<file path="src/design/modexp_pkg.sv">
// Shared types and constants for the modular exponentiation block.
`default_nettype none

package modexp_pkg;

  // Width of the result field; plain mode wraps to this many bits
  localparam int unsigned RESULT_BITS = 32;

  // Command to one bit-serial multiply unit
  typedef struct packed {
    logic start;  // latch operands and begin a product
    logic wrap;   // 1: product wraps to RESULT_BITS, 0: reduce by the modulus
  } mm_cmd_t;

endpackage

`default_nettype wire

</file>
<file path="src/design/modexp_mulmod.sv">
// Bit-serial shift-and-add multiplier with modular or wrapping reduction.
`default_nettype none

module modexp_mulmod #(
  parameter int unsigned DW = 32
) (
  input  wire logic              clk_i,
  input  wire logic              rst_ni,
  input  wire modexp_pkg::mm_cmd_t cmd_i,
  input  wire logic [DW-1:0]     a_i,
  input  wire logic [DW-1:0]     b_i,
  input  wire logic [DW-1:0]     m_i,
  output logic                   done_o,
  output logic [DW-1:0]          res_o
);
  import modexp_pkg::*;

  localparam int unsigned CW = $clog2(DW);

  logic          busy_q, busy_d;
  logic          phase_q, phase_d;
  logic          done_q, done_d;
  logic [CW-1:0] cnt_q, cnt_d;
  logic [DW-1:0] r_q, r_d;
  logic [DW-1:0] a_q, a_d;
  logic [DW-1:0] b_q, b_d;
  logic [DW-1:0] m_q, m_d;
  logic          wrap_q, wrap_d;

  logic [DW:0]   dbl;
  logic [DW:0]   sum;
  logic [DW:0]   pick;
  logic [DW:0]   sub;
  logic [DW-1:0] red;

  // One add and one compare-subtract per cycle: double, then add the multiplicand
  always_comb begin
    dbl  = {r_q, 1'b0};
    sum  = {1'b0, r_q} + {1'b0, a_q};
    pick = phase_q ? sum : dbl;
    sub  = pick - {1'b0, m_q};
    if (wrap_q) begin
      red = DW'(pick[RESULT_BITS-1:0]);
    end else if (pick >= {1'b0, m_q}) begin
      red = sub[DW-1:0];
    end else begin
      red = pick[DW-1:0];
    end
  end

  // Sequence the multiplier bits from the top: double, then add the multiplicand for a set bit
  always_comb begin
    busy_d  = busy_q;
    phase_d = phase_q;
    done_d  = 1'b0;
    cnt_d   = cnt_q;
    r_d     = r_q;
    a_d     = a_q;
    b_d     = b_q;
    m_d     = m_q;
    wrap_d  = wrap_q;
    if (cmd_i.start) begin
      busy_d  = 1'b1;
      phase_d = 1'b0;
      cnt_d   = CW'(DW - 1);
      r_d     = '0;
      a_d     = a_i;
      b_d     = b_i;
      m_d     = m_i;
      wrap_d  = cmd_i.wrap;
    end else if (busy_q) begin
      if (!phase_q) begin
        r_d     = red;
        phase_d = 1'b1;
      end else begin
        if (b_q[DW-1]) begin
          r_d = red;
        end
        b_d     = {b_q[DW-2:0], 1'b0};
        phase_d = 1'b0;
        if (cnt_q == '0) begin
          busy_d = 1'b0;
          done_d = 1'b1;
        end else begin
          cnt_d = cnt_q - 1'b1;
        end
      end
    end
  end

  // Hold control state under reset
  always_ff @(posedge clk_i or negedge rst_ni) begin
    if (!rst_ni) begin
      busy_q  <= 1'b0;
      phase_q <= 1'b0;
      done_q  <= 1'b0;
      cnt_q   <= '0;
    end else begin
      busy_q  <= busy_d;
      phase_q <= phase_d;
      done_q  <= done_d;
      cnt_q   <= cnt_d;
    end
  end

  // Advance the operand shift registers
  always_ff @(posedge clk_i) begin
    r_q    <= r_d;
    a_q    <= a_d;
    b_q    <= b_d;
    m_q    <= m_d;
    wrap_q <= wrap_d;
  end

  assign done_o = done_q;
  assign res_o  = r_q;

endmodule

`default_nettype wire

</file>
<file path="src/design/modular_exponentiation.sv">
// Top level: right-to-left square-and-multiply exponentiation over stream channels.
//
// Usage: a request enters on the slave stream (s_axis_*) and carries base, exponent
// and modulus in tdata and the mode in tuser (1 modular, 0 plain 32-bit wrap). One
// result leaves on the master stream (m_axis_*): the 32-bit power in tdata and the
// bad-modulus flag in tuser. Each request gives exactly one result transfer.
// Two bit-serial multiply units (DW = max(OPERAND_BITS, 32) bits) set the pace. The
// base is first reduced, then each exponent bit up to the highest set one costs a
// square and, for a set bit, a multiply, the two running side by side. A zero
// exponent still pays for the base reduction; a zero modulus in modular mode skips
// the units and goes from the idle state through the done state to the output
// register. One request is worked on at a time; s_axis_tready_o is high while no
// request is in work, so a new request is taken only once the last result has moved
// to the output register. The result sits in an output register, so the next
// request is taken while a stalled result waits. Reset empties the output register
// and returns the block to idle; a request in work is dropped.
`default_nettype none

module modular_exponentiation #(
  parameter int unsigned OPERAND_BITS = 31
) (
  input  wire logic                                    clk_i,
  input  wire logic                                    rst_ni,
  input  wire logic                                    s_axis_tvalid_i,
  output logic                                         s_axis_tready_o,
  // [OB-1:0] base, [2OB-1:OB] power, [3OB-1:2OB] modulus, rest zero
  input  wire logic [((3*OPERAND_BITS+7)/8)*8-1:0]     s_axis_tdata_i,
  // [0] req_type
  input  wire logic                                    s_axis_tuser_i,
  output logic                                         m_axis_tvalid_o,
  input  wire logic                                    m_axis_tready_i,
  // [31:0] result
  output logic [modexp_pkg::RESULT_BITS-1:0]           m_axis_tdata_o,
  // [0] bad_modulus
  output logic                                         m_axis_tuser_o
);
  import modexp_pkg::*;

  localparam int unsigned DW = (OPERAND_BITS > RESULT_BITS) ? OPERAND_BITS : RESULT_BITS;

  typedef enum logic [4:0] {
    ST_IDLE   = 5'b00001,
    ST_REDUCE = 5'b00010,
    ST_STEP   = 5'b00100,
    ST_MUL    = 5'b01000,
    ST_DONE   = 5'b10000
  } state_e;

  state_e                  state_q, state_d;
  logic                    mode_q, mode_d;
  logic                    bad_q, bad_d;
  logic                    use_a_q, use_a_d;
  logic [OPERAND_BITS-1:0] m_q, m_d;
  logic [OPERAND_BITS-1:0] n_q, n_d;
  logic [DW-1:0]           rs_q, rs_d;
  logic [DW-1:0]           sq_q, sq_d;
  logic                    out_valid_q, out_valid_d;
  logic [RESULT_BITS-1:0]  out_data_q, out_data_d;
  logic                    out_user_q, out_user_d;

  logic [OPERAND_BITS-1:0] in_base;
  logic [OPERAND_BITS-1:0] in_power;
  logic [OPERAND_BITS-1:0] in_mod;
  logic                    in_xfer;
  logic                    out_load;

  mm_cmd_t                 cmd_a, cmd_b;
  logic [DW-1:0]           b_opa, b_opb, mod_op;
  logic                    a_done, b_done;
  logic [DW-1:0]           a_res, b_res;

  assign in_base  = s_axis_tdata_i[OPERAND_BITS-1:0];
  assign in_power = s_axis_tdata_i[2*OPERAND_BITS-1:OPERAND_BITS];
  assign in_mod   = s_axis_tdata_i[3*OPERAND_BITS-1:2*OPERAND_BITS];

  assign s_axis_tready_o = (state_q == ST_IDLE);
  assign in_xfer         = s_axis_tvalid_i && s_axis_tready_o;
  assign out_load        = (state_q == ST_DONE) && (!out_valid_q || m_axis_tready_i);

  // Route operands: base reduction on a new request, square otherwise
  always_comb begin
    if (state_q == ST_IDLE) begin
      b_opa  = DW'(1);
      b_opb  = DW'(in_base);
      mod_op = DW'(in_mod);
    end else begin
      b_opa  = sq_q;
      b_opb  = sq_q;
      mod_op = DW'(m_q);
    end
  end

  // Sequence the exponent bits
  always_comb begin
    state_d = state_q;
    mode_d  = mode_q;
    bad_d   = bad_q;
    use_a_d = use_a_q;
    m_d     = m_q;
    n_d     = n_q;
    rs_d    = rs_q;
    sq_d    = sq_q;
    cmd_a   = '{start: 1'b0, wrap: !mode_q};
    cmd_b   = '{start: 1'b0, wrap: !mode_q};
    case (state_q)
      ST_IDLE: begin
        cmd_b.wrap = !s_axis_tuser_i;
        if (in_xfer) begin
          mode_d = s_axis_tuser_i;
          m_d    = in_mod;
          n_d    = in_power;
          if (s_axis_tuser_i && (in_mod == '0)) begin
            rs_d    = '0;
            bad_d   = 1'b1;
            state_d = ST_DONE;
          end else begin
            rs_d        = DW'(1);
            bad_d       = 1'b0;
            cmd_b.start = 1'b1;
            state_d     = ST_REDUCE;
          end
        end
      end
      ST_REDUCE: begin
        if (b_done) begin
          sq_d    = b_res;
          state_d = ST_STEP;
        end
      end
      ST_STEP: begin
        if (n_q == '0) begin
          state_d = ST_DONE;
        end else begin
          cmd_b.start = 1'b1;
          cmd_a.start = n_q[0];
          use_a_d     = n_q[0];
          state_d     = ST_MUL;
        end
      end
      ST_MUL: begin
        if (b_done) begin
          sq_d = b_res;
          if (use_a_q) begin
            rs_d = a_res;
          end
          n_d     = n_q >> 1;
          state_d = ST_STEP;
        end
      end
      ST_DONE: begin
        if (out_load) begin
          state_d = ST_IDLE;
        end
      end
      default: state_d = ST_IDLE;
    endcase
  end

  // Hold the result until the receiver takes it
  always_comb begin
    out_valid_d = out_valid_q;
    out_data_d  = out_data_q;
    out_user_d  = out_user_q;
    if (out_load) begin
      out_valid_d = 1'b1;
      out_data_d  = rs_q[RESULT_BITS-1:0];
      out_user_d  = bad_q;
    end else if (m_axis_tready_i) begin
      out_valid_d = 1'b0;
    end
  end

  always_ff @(posedge clk_i or negedge rst_ni) begin
    if (!rst_ni) begin
      state_q     <= ST_IDLE;
      out_valid_q <= 1'b0;
    end else begin
      state_q     <= state_d;
      out_valid_q <= out_valid_d;
    end
  end

  always_ff @(posedge clk_i) begin
    mode_q     <= mode_d;
    bad_q      <= bad_d;
    use_a_q    <= use_a_d;
    m_q        <= m_d;
    n_q        <= n_d;
    rs_q       <= rs_d;
    sq_q       <= sq_d;
    out_data_q <= out_data_d;
    out_user_q <= out_user_d;
  end

  // Multiply unit for the running result
  modexp_mulmod #(
    .DW(DW)
  ) u_mul_a (
    .clk_i  (clk_i),
    .rst_ni (rst_ni),
    .cmd_i  (cmd_a),
    .a_i    (sq_q),
    .b_i    (rs_q),
    .m_i    (mod_op),
    .done_o (a_done),
    .res_o  (a_res)
  );

  // Multiply unit for the square, also reducing the base
  modexp_mulmod #(
    .DW(DW)
  ) u_mul_b (
    .clk_i  (clk_i),
    .rst_ni (rst_ni),
    .cmd_i  (cmd_b),
    .a_i    (b_opa),
    .b_i    (b_opb),
    .m_i    (mod_op),
    .done_o (b_done),
    .res_o  (b_res)
  );

  assign m_axis_tvalid_o = out_valid_q;
  assign m_axis_tdata_o  = out_data_q;
  assign m_axis_tuser_o  = out_user_q;

  // Both units run the same length, so the result unit never finishes alone
  a_pair_done: assert property (@(posedge clk_i) disable iff (!rst_ni)
    a_done |-> b_done)
    else $error("result multiplier finished without the square multiplier");

  // A finished product is only expected while waiting on the units
  a_done_state: assert property (@(posedge clk_i) disable iff (!rst_ni)
    b_done |-> (state_q == ST_REDUCE || state_q == ST_MUL))
    else $error("multiplier finished outside a wait state");

  // A bad modulus always carries a zero result
  a_bad_zero: assert property (@(posedge clk_i) disable iff (!rst_ni)
    (m_axis_tvalid_o && m_axis_tuser_o) |-> (m_axis_tdata_o == '0))
    else $error("bad modulus flagged with a nonzero result");

endmodule

`default_nettype wire

</file>
<file path="config.mk">
export PLATFORM = sky130hd
export DESIGN_NAME = modular_exponentiation
export DESIGN_NICKNAME = d
export VERILOG_FILES = /design/src/design/modexp_pkg.sv /design/src/design/modexp_mulmod.sv /design/src/design/modular_exponentiation.sv
export SDC_FILE = /design/constraint.sdc
export NUM_CORES = 1
export LEC_CHECK = 0
export CAP_MARGIN = 20
export CORE_ASPECT_RATIO = 2
export CORE_UTILIZATION = 70
export CTS_CLUSTER_DIAMETER = 120
export CTS_CLUSTER_SIZE = 16
export DETAILED_ROUTE_END_ITERATION = 10
export DONT_BUFFER_PORTS = 1
export GPL_TIMING_DRIVEN = 0
export PLACE_DENSITY_LB_ADDON = 0.2
export SLEW_MARGIN = 20
export SYNTH_ARGS = -nofsm -noshare
export SYNTH_HDL_FRONTEND = slang
export SYNTH_SLANG_ARGS = --single-unit
export TNS_END_PERCENT = 20
</file>
<file path="constraint.sdc">
create_clock -name clk_i -period 8.2 [get_ports clk_i]
set_input_delay 0.82 -clock clk_i [delete_from_list [all_inputs] [get_ports clk_i]]
set_output_delay 0.82 -clock clk_i [all_outputs]
set_load 0.02 [all_outputs]
</file>
; ---- Word level (Yosys, flattened, before mapping)
; Index checks and enable logic that the tools add are counted.
[totals]
output_inout_bits = 35
ff_bits = 441
inputBits = 101
[op_classes]
n_addsub = 6
reduce_logical = 30
bitwise_logic = 1
eq_ne = 14
n_lt_le_gt_ge = 2
n_mux = 68
[ops]
columns = op, n
row1 = $mux 32, 18
row2 = $mux 31, 3
row3 = $add 32x32->33, 2
row4 = $ge 33x32->1, 2
row5 = $mux 33, 2
row6 = $mux 5, 13
row7 = $pmux 32 s2, 1
row8 = $sub 32x32->32, 2
row9 = $logic_not 31->1, 2
row10 = $pmux 31 s2, 1
row11 = $mux 1, 28
row12 = $pmux 5 s4, 1
row13 = $reduce_and 2->1, 7
row14 = $ne 2x2->1 const B, 6
row15 = $reduce_and 3->1, 4
row16 = $reduce_bool 2->1, 6
row17 = $logic_not 5->1, 2
row18 = $sub 5x1->5 const B, 2
row19 = $ne 2x1->1 const B, 3
row20 = $eq 5x1->1 const B, 1
row21 = $eq 5x2->1 const B, 1
row22 = $eq 5x3->1 const B, 1
row23 = $eq 5x4->1 const B, 1
row24 = $eq 5x5->1 const B, 1
row25 = 7 further kinds, 11

; ---- Longest topological paths before layout
; Gate-level depths: netlist of the first run.
[logic_depth]
word_depth = 7
ltp_mapped = 23

; ---- Hierarchy
; Synthesis of the first run repeated with hierarchy kept, for this count alone.
[unflattened]
hier_cells = 2365
hier_area_um2 = 25087.8
[modules_own_cells]
columns = module, cells_each, area_per_inst_um2, n_inst
row1 = modexp_mulmod (u_mul_a), 939, 9208.8, 1
row2 = modexp_mulmod (u_mul_b), 893, 9044.9, 1
row3 = modular_exponentiation, 533, 6834.1, 1

; ---- Worst setup path after synthesis of the first run
; No wires, ideal clock.
[synth_timing]
path_kind = register to register
from = register u_mul_b.a_q[0]
to = register u_mul_b.r_q[29] (netlist: u_mul_b.res_o[29])
setup_time_ns = 0.116
arrival_ns = 4.798
n_path_buf = 2
stages_incl_launch_ff = 24
t_required_ns = 8.084
slack_ns = 3.286
path_cell_list = edfxtp_1 -> ha_1 -> fa_1 -> a211oi_1 -> o211ai_1 -> nand3_1 -> a21oi_1 -> o311a_1 -> o41ai_1 -> xor2_1 -> a21oi_1 -> ha_1 -> a21o_1 -> a21o_1 -> a21oi_1 -> nor2b_1 -> a21o_1 -> o21ba_2 -> o41a_1 -> buf_6 -> buf_8 -> a211oi_2 -> a32o_1 -> nor2_1
[synth_between]
elab_chain_cells = 7
elab_cells_between_ends = 8
cone_classes = add/sub: 2 / order compare: 1 / mux: 5
[synth_rtl]
columns = item, line_no
row1 = "start, declared", modexp_mulmod.sv:25  ; logic [DW-1:0] a_q, a_d;
row2 = "start signal, assigned", modexp_mulmod.sv:109  ; a_q <= a_d;
row3 = $add 32x32->33 (*), modexp_mulmod.sv:39  ; sum = {1'b0, r_q} + {1'b0, a_q};
row4 = $mux 33 (*), modexp_mulmod.sv:40  ; pick = phase_q ? sum : dbl;
row5 = $sub 32x32->32 / $ge 33x32->1 (equally long branches), "modexp_mulmod.sv:41, modexp_mulmod.sv:44"
row6 = $mux 32, modexp_mulmod.sv:44  ; end else if (pick >= {1'b0, m_q}) begin
row7 = $mux 32 (*), modexp_mulmod.sv:42  ; if (wrap_q) begin
row8 = $mux 32, modexp_mulmod.sv:76  ; if (b_q[DW-1]) begin
row9 = $mux 32 (*), modexp_mulmod.sv:72  ; if (!phase_q) begin
row10 = "end signal, assigned", modexp_mulmod.sv:108  ; r_q <= r_d;
row11 = "end, declared", modexp_mulmod.sv:24  ; logic [DW-1:0] r_q, r_d;
; Mark *: on every way between the ends. The rest lies on a longest branch, timed or not. The select of a mux whose other input is x is not followed.
; A chain may end at the register's enable or synchronous reset.

; ---- Final worst setup path of the first run
[layout_timing]
from = register u_mul_b.a_q[0]
to = register u_mul_b.r_q[21] (netlist: u_mul_b.res_o[21])
; The elaborated chain is that of the path after synthesis.

==> impl_results.md, run 1 <==
* Peak supply drop at 0.357 mV
* Syn Area/Cell at 10.3 µm²
* Setup violators final at 0
* CP max stage delay at 0.53 ns
* Gr ovfl total at 0
* Antenna-violating nets left at 0
* FMAX at 153 MHz
* RR Startpoint: u_mul_b.a_q[0]$_SDFFCE_PP1P_
* Synth cell types at 93
* Dominant synthesized flop cell: edfxtp_1
* Antenna violations before repair at 1
* Pleak at 10.2 nW
* H-tree levels at 1
* Die Wd at 133 µm
* Fin. Hold Viols at 0
* CP endpoint kind: register
* Hold slack at 0.0188 ns
* CTS clk-pin slew, worst paths at 0.08 ns
* Worst-skew pair later-pin latency at 0.61 ns
* Worst slew margin at 0.169
* # DRC at 0
* Clock buffer depth at 3
* CP most frequent cell: a21oi_1
* Utilization after layout at 0.761
* Share of cells above drive strength 1 at 0.0562
* Worst Setup Start Kind: register
* Vias in the first global route at 19.2k
* DR pass1 iterations at 8
* Final HPWL DP at 52.7 mm
* Post-Route WL at 70.3 mm
* Starting density of the core at 0.713
* Vias at 18.8k
* RSZ-0062 raised after global routing: no
* Syn-to-layout area delta at 6.75%
* Post-synth top area cell: edfxtp_1
* Status: complete, no violations
* Pre-CTS setup slack at 1.90 ns
* Hold Path Class: input port to async pin
* Die area at 0.0351 mm²
* PD cells at 375 mW/mm²
* Post-Syn Area at 0.0240 mm²
* Port bufs at 0
* Cts hold-fix bufs at 1
* Crit path cell chain: ha_1 > fa_1 > a211oi_1 > o211ai_1 > nand3_1 > a21oi_1 > o311a_1 > o41ai_1 > xor2_1 > a21oi_1 > ha_1 > and4_1 > nand4_1 > or4_1 > o21ai_0 > a21o_1 > o21ba_2 > o41a_1 > buf_6 > clkbuf_1 > o21ai_0 > a21oi_1
* Finished Cell Area at 0.0256 mm²
* Die height at 264 µm
* Warnings from Yosys at 0
* Critical path class: register to register
* Total GRT Usage at 0.406
* Skew final at 0.0275 ns
* Cells after Synth at 2,338
* Req. time, crit path at 8.72 ns
* Async SR Flop Fraction at 0.0478
* Max Cap Violations at 0
* First-pass GRT wire length at 107 mm
* Share of the synthesized area in the top cell type at 0.443
* Core area at 0.0336 mm²
* Final Net Count at 2,613
* Critical path launch point: u_mul_b.a_q[0]$_SDFFCE_PP1P_
* Wire length per cell at 24.8 µm
* Placement Rows at 95
* Placed inst area at 0.0247 mm²
* TritonCTS buffer count at 31
* Setup Buffers After CTS at 0
* Synth Net Count at 2,573
* I/O pins at 136
* Minimum clock period at 6.55 ns
* DR iter-0 viols at 1,825
* Reg2Reg Setup Slack at 1.65 ns
* #FFs+latches synth at 439
* Data arrival, critical path at 7.08 ns
* Largest net degree at the start of global routing at 51
* Fin. max-slew vios at 0
* Routability Congestion at 0.989
* Number of flops mapped to enable cells by yosys at 354
* CP Max Fanout at 10
* Avg Vias per Cell at 6.64
* CTS tree: built
* Register area share after synthesis at 0.518
* Worst path slowest cell: clkbuf_1
* Worst-margin pin slew at 1.23 ns
* CTS root buffer: clkbuf_16
* PostCTS Resize Cnt at 0
* Setup slack after layout at 1.65 ns
* Sum Neg Setup Slack at 0 ns
* Tcrit/Tclk final at 0.799
* Sink Count at 439
* Top cells by area, synth: edfxtp_1 (44%), nand2_1 (6.9%), ha_1 (6.8%), dfxtp_1 (5.3%), a21oi_1 (4.4%)
registers in the layout, indices dropped and copies added (netlist names), 31 cells and up:
register and count:
m_axis_tdata_o 32, rs_q 32, sq_q 32, u_mul_a.a_q 32, u_mul_a.b_q 32, u_mul_a.res_o 32
u_mul_b.a_q 32, u_mul_b.b_q 32, u_mul_b.res_o 32, m_q 31, n_q 31, u_mul_a.m_q 31
u_mul_b.m_q 31
metal layers:
metal,track usage,share of wire,wire (µm)
met4,0.297,0.085,6010
met1,0.428,0.34,23600
met2,0.730,0.51,35900
met5,0,0,0
met3,0.0543,0.068,4760
layout by cell type (no fill, tap or decap), drive strengths merged, types with 50 or more instances in the layout:
cell,instances
clkbuf,126
inv,108
xnor2,65
o21ai,173
a21o,50
nand2,442
a21oi,215
and2,70
nor2,88
dfxtp,64
edfxtp,354
ha,130
Yosys cell counts, drive strengths merged (20+ instances only):
cell	number
nand2	442
edfxtp	354
a21oi	215
o21ai	173
ha	130
inv	106
nor2	88
clkbuf	71
and2	70
xnor2	65
dfxtp	64
a21o	50
mux2i	47
nand3	47
xor2	43
mux2	38
and3	26
nand4	23
dfrtp	20
nor4	20
critical path, delay by kind of cell, from the launching register on:
family	cells	cell delay, ns
compound gates	12	2.84
fa+ha+maj	3	1.17
simple gates	4	1.13
buf+inv	2	0.69
flops	1	0.41
xor+xnor	1	0.21
final cells by class:
cell class                      instances  area, µm²
Timing Repair Buffer                    7        155
Clock buffer                           55        866
Tap cell                              436        546
Buffer                                 90        398
Antenna cell                            1       2.50
Multi-Input combinational cell       1702      10800
Clock inverter                          2       20.0
Inverter                              107        404
Sequential cell                       439      12400
Fill cell                            2171       8030
kinds of logic after synthesis:
logic type,synth area share
flip-flops,0.518
buffers and inverters,0.0332
XOR/XNOR,0.0394
adder cells (fa/ha/maj),0.0711
multiplexers,0.0374
AO/OA/AOI/OAI,0.152
AND/OR/NAND/NOR,0.149
report_power, final:
group	leakage (nW)	switching, mW	internal [mW]
registers	4.02	0.226	2.99
clock network	0.421	0.771	0.714
logic	5.76	3.08	1.83
metrics by stage:
stage          cells  total power [mW]
3_5_place_dp    2780              8.01
6_report        2839              9.60
2_1_floorplan   2338              6.70
5_1_grt         2839              10.1
3_3_place_gp    2774              7.90
4_1_cts         2838              9.50
path summary, 6_finish.rpt:
path / to / cells after the start
worst max register to register: u_mul_b.res_o[21]$_SDFFE_PP0P_ / 22
max in group asynchronous: u_mul_a.cnt_q[0]$_DFFE_PN0P_ / 1
worst min register to register: m_axis_tuser_o$_DFFE_PP_ / 0
min in group clk_i: m_q[0]$_DFFE_PP_ / 0
worst min-delay path: u_mul_b.cnt_q[2]$_DFFE_PN0P_ / 1
worst max-delay path: u_mul_b.res_o[21]$_SDFFE_PP0P_ / 22
Power figures use the tool's default switching activity.
==> run 2: changes to the inputs <==
CORE_UTILIZATION = 65   (was 70)
clock period = 6.43 ns   (was 8.2 ns; I/O delays follow)
==> run 2 against run 1 <==
Design area about the same. Total power up 26%. Fmax up 6.1%. Combinational power up 26%. Wire length down 8.1%. Largest power group unchanged.
==> impl_results.md, run 2 (synthesis results as in run 1) <==
* Largest net degree at the start of global routing at 44 (-14%)
* Setup violators final at 0 (unchanged)
* Layout Cells excl Fill at 2,855 (+0.56%)
* Utilization after layout at 0.704 (-0.0576)
* Hold Path Class: input port to register
* Sum Neg Setup Slack at 0 ns (unchanged)
* Die area at 0.0377 mm² (+7.6%)
* Peak supply drop at 0.465 mV (+30%)
* Finished Cell Area at 0.0256 mm² (about the same)
* Most frequent cells in the layout: nand2_1 (440), edfxtp_1 (354), a21oi_1 (213), o21ai_0 (167), ha_1 (130)
* Post-Route WL at 64.7 mm (-8.1%)
* Vias in the first global route at 17.9k (-6.8%)
* Final HPWL DP at 50.6 mm (-4.0%)
* NetSw at 5.07 mW (+24%)
* Fin. Hold Viols at 0 (unchanged)
* Combinational power share at 0.509 (about the same)
* # DRC at 0 (unchanged)
* Gr ovfl total at 0 (unchanged)
* Crit path cell chain: ha_1 > fa_1 > a211oi_1 > o21ai_2 > o211ai_2 > a21boi_1 > a221o_1 > a21oi_1 > xnor2_1 > mux2_2 > ha_1 > and3_1 > nand4_1 > nor4_1 > o2111ai_1 > o211a_2 > a21oi_4 > buf_6 > mux2i_1 > o21ai_1
* Reg2Reg Setup Slack at 0.25 ns (-1.39 ns)
* Largest delay share family, worst path: compound AO/OA/AOI/OAI gates
* Wire length per cell at 22.6 µm (-8.6%)
* Worst slew margin at 0.193 (+0.0249)
* Hold EP: m_q[14]$_DFFE_PP_
* # fillers at 2,702 (+24%)
* Setup Buffers After CTS at 0 (unchanged)
* Tcrit/Tclk final at 0.961 (+0.162)
* Hold path start: s_axis_tdata_i[76]
* Antenna-violating nets left at 0 (unchanged)
* DR pass1 iterations at 5 (-3)
* Fin. max-slew vios at 0 (unchanged)
* Req. time, crit path at 6.90 ns (-1.82 ns)
* Status: complete, no violations
* Minimum clock period at 6.18 ns (-0.376 ns)
* RR Startpoint: u_mul_a.a_q[0]$_DFFE_PP_
* Worst R2R Path Depth at 20 (-9.1%)
* Port bufs at 0 (unchanged)
* Vias at 17.7k (-6.0%)
* Register area at 0.0124 mm² (unchanged)
* First-pass GRT wire length at 97.2 mm (-9.4%)
* H-tree levels at 1 (unchanged)
* Reg2reg end: u_mul_a.res_o[2]$_SDFFE_PP0P_
* Setup slack after layout at 0.252 ns (-1.39 ns)
* DP Cell Count at 2,798 (+0.65%)
* Max Cap Violations at 0 (unchanged)
* CP endpoint kind: register
* CP Max Fanout at 10 (unchanged)
* Ant diodes at 0 (-1)
* Sink Count at 439 (unchanged)
* PD cells at 473 mW/mm² (+26%)
* CTS clk-pin slew, worst paths at 0.08 ns (about the same)
* TritonCTS buffer count at 31 (unchanged)
* RSZ-0062 raised after global routing: no
* Pleak at 10.2 nW (about the same)
* Die Wd at 138 µm (+3.7%)
* Antenna violations before repair at 1 (unchanged)
* Skew final at 0.0145 ns (-0.0130 ns)
* Hold path cells at 0
* Worst-margin pin slew at 1.20 ns (-0.0370 ns)
* Data arrival, critical path at 6.65 ns (-0.43 ns)
* Switching share of total power at 0.418 (-0.00576)
* Buf/Inv on CP at 1 (-1)
* Footprint of the multi-input gates at 0.0108 mm² (unchanged)
* CP most frequent cell: ha_1
* Reg power frac at 0.338 (+0.003)
* Placement Rows at 99 (+4.2%)
* FMAX at 162 MHz (+6.1%)
* Final Power at 12.1 mW (+26%)
* Syn-to-layout area delta at 6.82% (about the same)
* CTS root buffer: clkbuf_16
* Final Net Count at 2,613 (unchanged)
* Worst path slowest cell: nor4_1
* Clk pwr share at 0.153 (-0.002)
* Clock buffer depth at 3 (unchanged)
* Share of cells above drive strength 1 at 0.0558 (-0.000393)
* Worst-skew pair later-pin latency at 0.59 ns (-0.02 ns)
* DR iter-0 viols at 1,088 (-40%)
* Power Internal at 7.05 mW (+27%)
* Hold slack at 0.140 ns (+0.121 ns)
* CTS tree: built
* Pre-CTS setup slack at 0.171 ns (-1.73 ns)
* Core area at 0.0364 mm² (+8.3%)
* Placed inst area at 0.0247 mm² (about the same)
* Most common cell after layout, fill and taps aside: nand2_1
* Starting density of the core at 0.659 (-0.0544)
* Worst Setup Start Kind: register
* Total GRT Usage at 0.347 (-0.0589)
* CP max stage delay at 0.99 ns (+0.46 ns)
* I/O pins at 136 (unchanged)
* Critical path class: register to register
* Die height at 274 µm (+3.7%)
* Avg Vias per Cell at 6.20 (-6.5%)
* Routability Congestion at 1.02 (+2.7%)
[run 2: cell count changes in the layout (fill, tap and decap cells not counted)]
cell           before  now
a311oi_1            2    1
o311ai_0            3    4
nor4_1             18   19
nor4_2              2    1
o311ai_1            1    0
clkbuf_1           94   93
inv_6               1    0
a311oi_2            1    2
diode_2             1    0
dlygate4sd3_1       0    1
[run 2: per-layer routing]
layer / global-route usage / routed length (µm) / vias to the layer above / share of wire
met5: 0 / 19 / - / 0.00029
met4: 0.226 / 4660 / 2 / 0.072
met2: 0.646 / 34600 / 576 / 0.54
met3: 0.0387 / 2690 / 191 / 0.042
met1: 0.355 / 22700 / 8428 / 0.35
li1: - / - / 8512 / -
[run 2: worst max path at each step]
stage | start | end | cells past startpoint
after floorplan | u_mul_b.a_q[0]$_SDFFCE_PP1P_ | u_mul_b.res_o[29]$_SDFFE_PP0P_ | 23
after global placement | state_q[3]$_DFFE_PN0P_ | u_mul_b.done_o$_DFF_PN0_ | 10
after detailed placement | u_mul_b.res_o[0]$_SDFFE_PP0P_ | u_mul_b.res_o[16]$_SDFFE_PP0P_ | 22
after CTS | u_mul_b.a_q[0]$_SDFFCE_PP1P_ | u_mul_b.res_o[6]$_SDFFE_PP0P_ | 22
after global routing | u_mul_a.a_q[0]$_DFFE_PP_ | u_mul_a.res_o[6]$_SDFFE_PP0P_ | 20
final | u_mul_a.a_q[0]$_DFFE_PP_ | u_mul_a.res_o[2]$_SDFFE_PP0P_ | 20
[run 2: power by group through the flow]
stage                     Clock [mW]  Combinational [mW]  Sequential (mW)
after floorplan                    0                4.50             4.04
after CTS                       1.87                6.07             4.09
final                           1.85                6.17             4.09
after global routing            1.97                6.75             4.14
after global placement             0                5.89             4.15
after detailed placement           0                6.01             4.14
[run 2: timing repair]
item                                    4_1_cts  5_1_grt
endpoints found under the hold margin        21        0
gates resized for setup                       0        1
endpoints found under the setup margin        0       14
hold buffers                                  2        0
[run 2: area by class of cell]
class	count	area share
sequential	439	0.485
multi-input combinational	1702	0.421
clock buffer	55	0.0338
tap	454	0.0222
inverter	107	0.0158
buffer	89	0.0154
timing repair buffer	8	0.00644
clock inverter	1	0.000439
[run 2: worst reg2reg max path: cells and delay by family (launching register included)]
family / cells / cell delay (ns)
flops: 1 / 0.37
xor+xnor: 1 / 0.08
mux: 2 / 0.56
compound gates: 10 / 2.31
simple gates: 3 / 1.47
buf+inv: 1 / 0.23
fa+ha+maj: 3 / 1.04
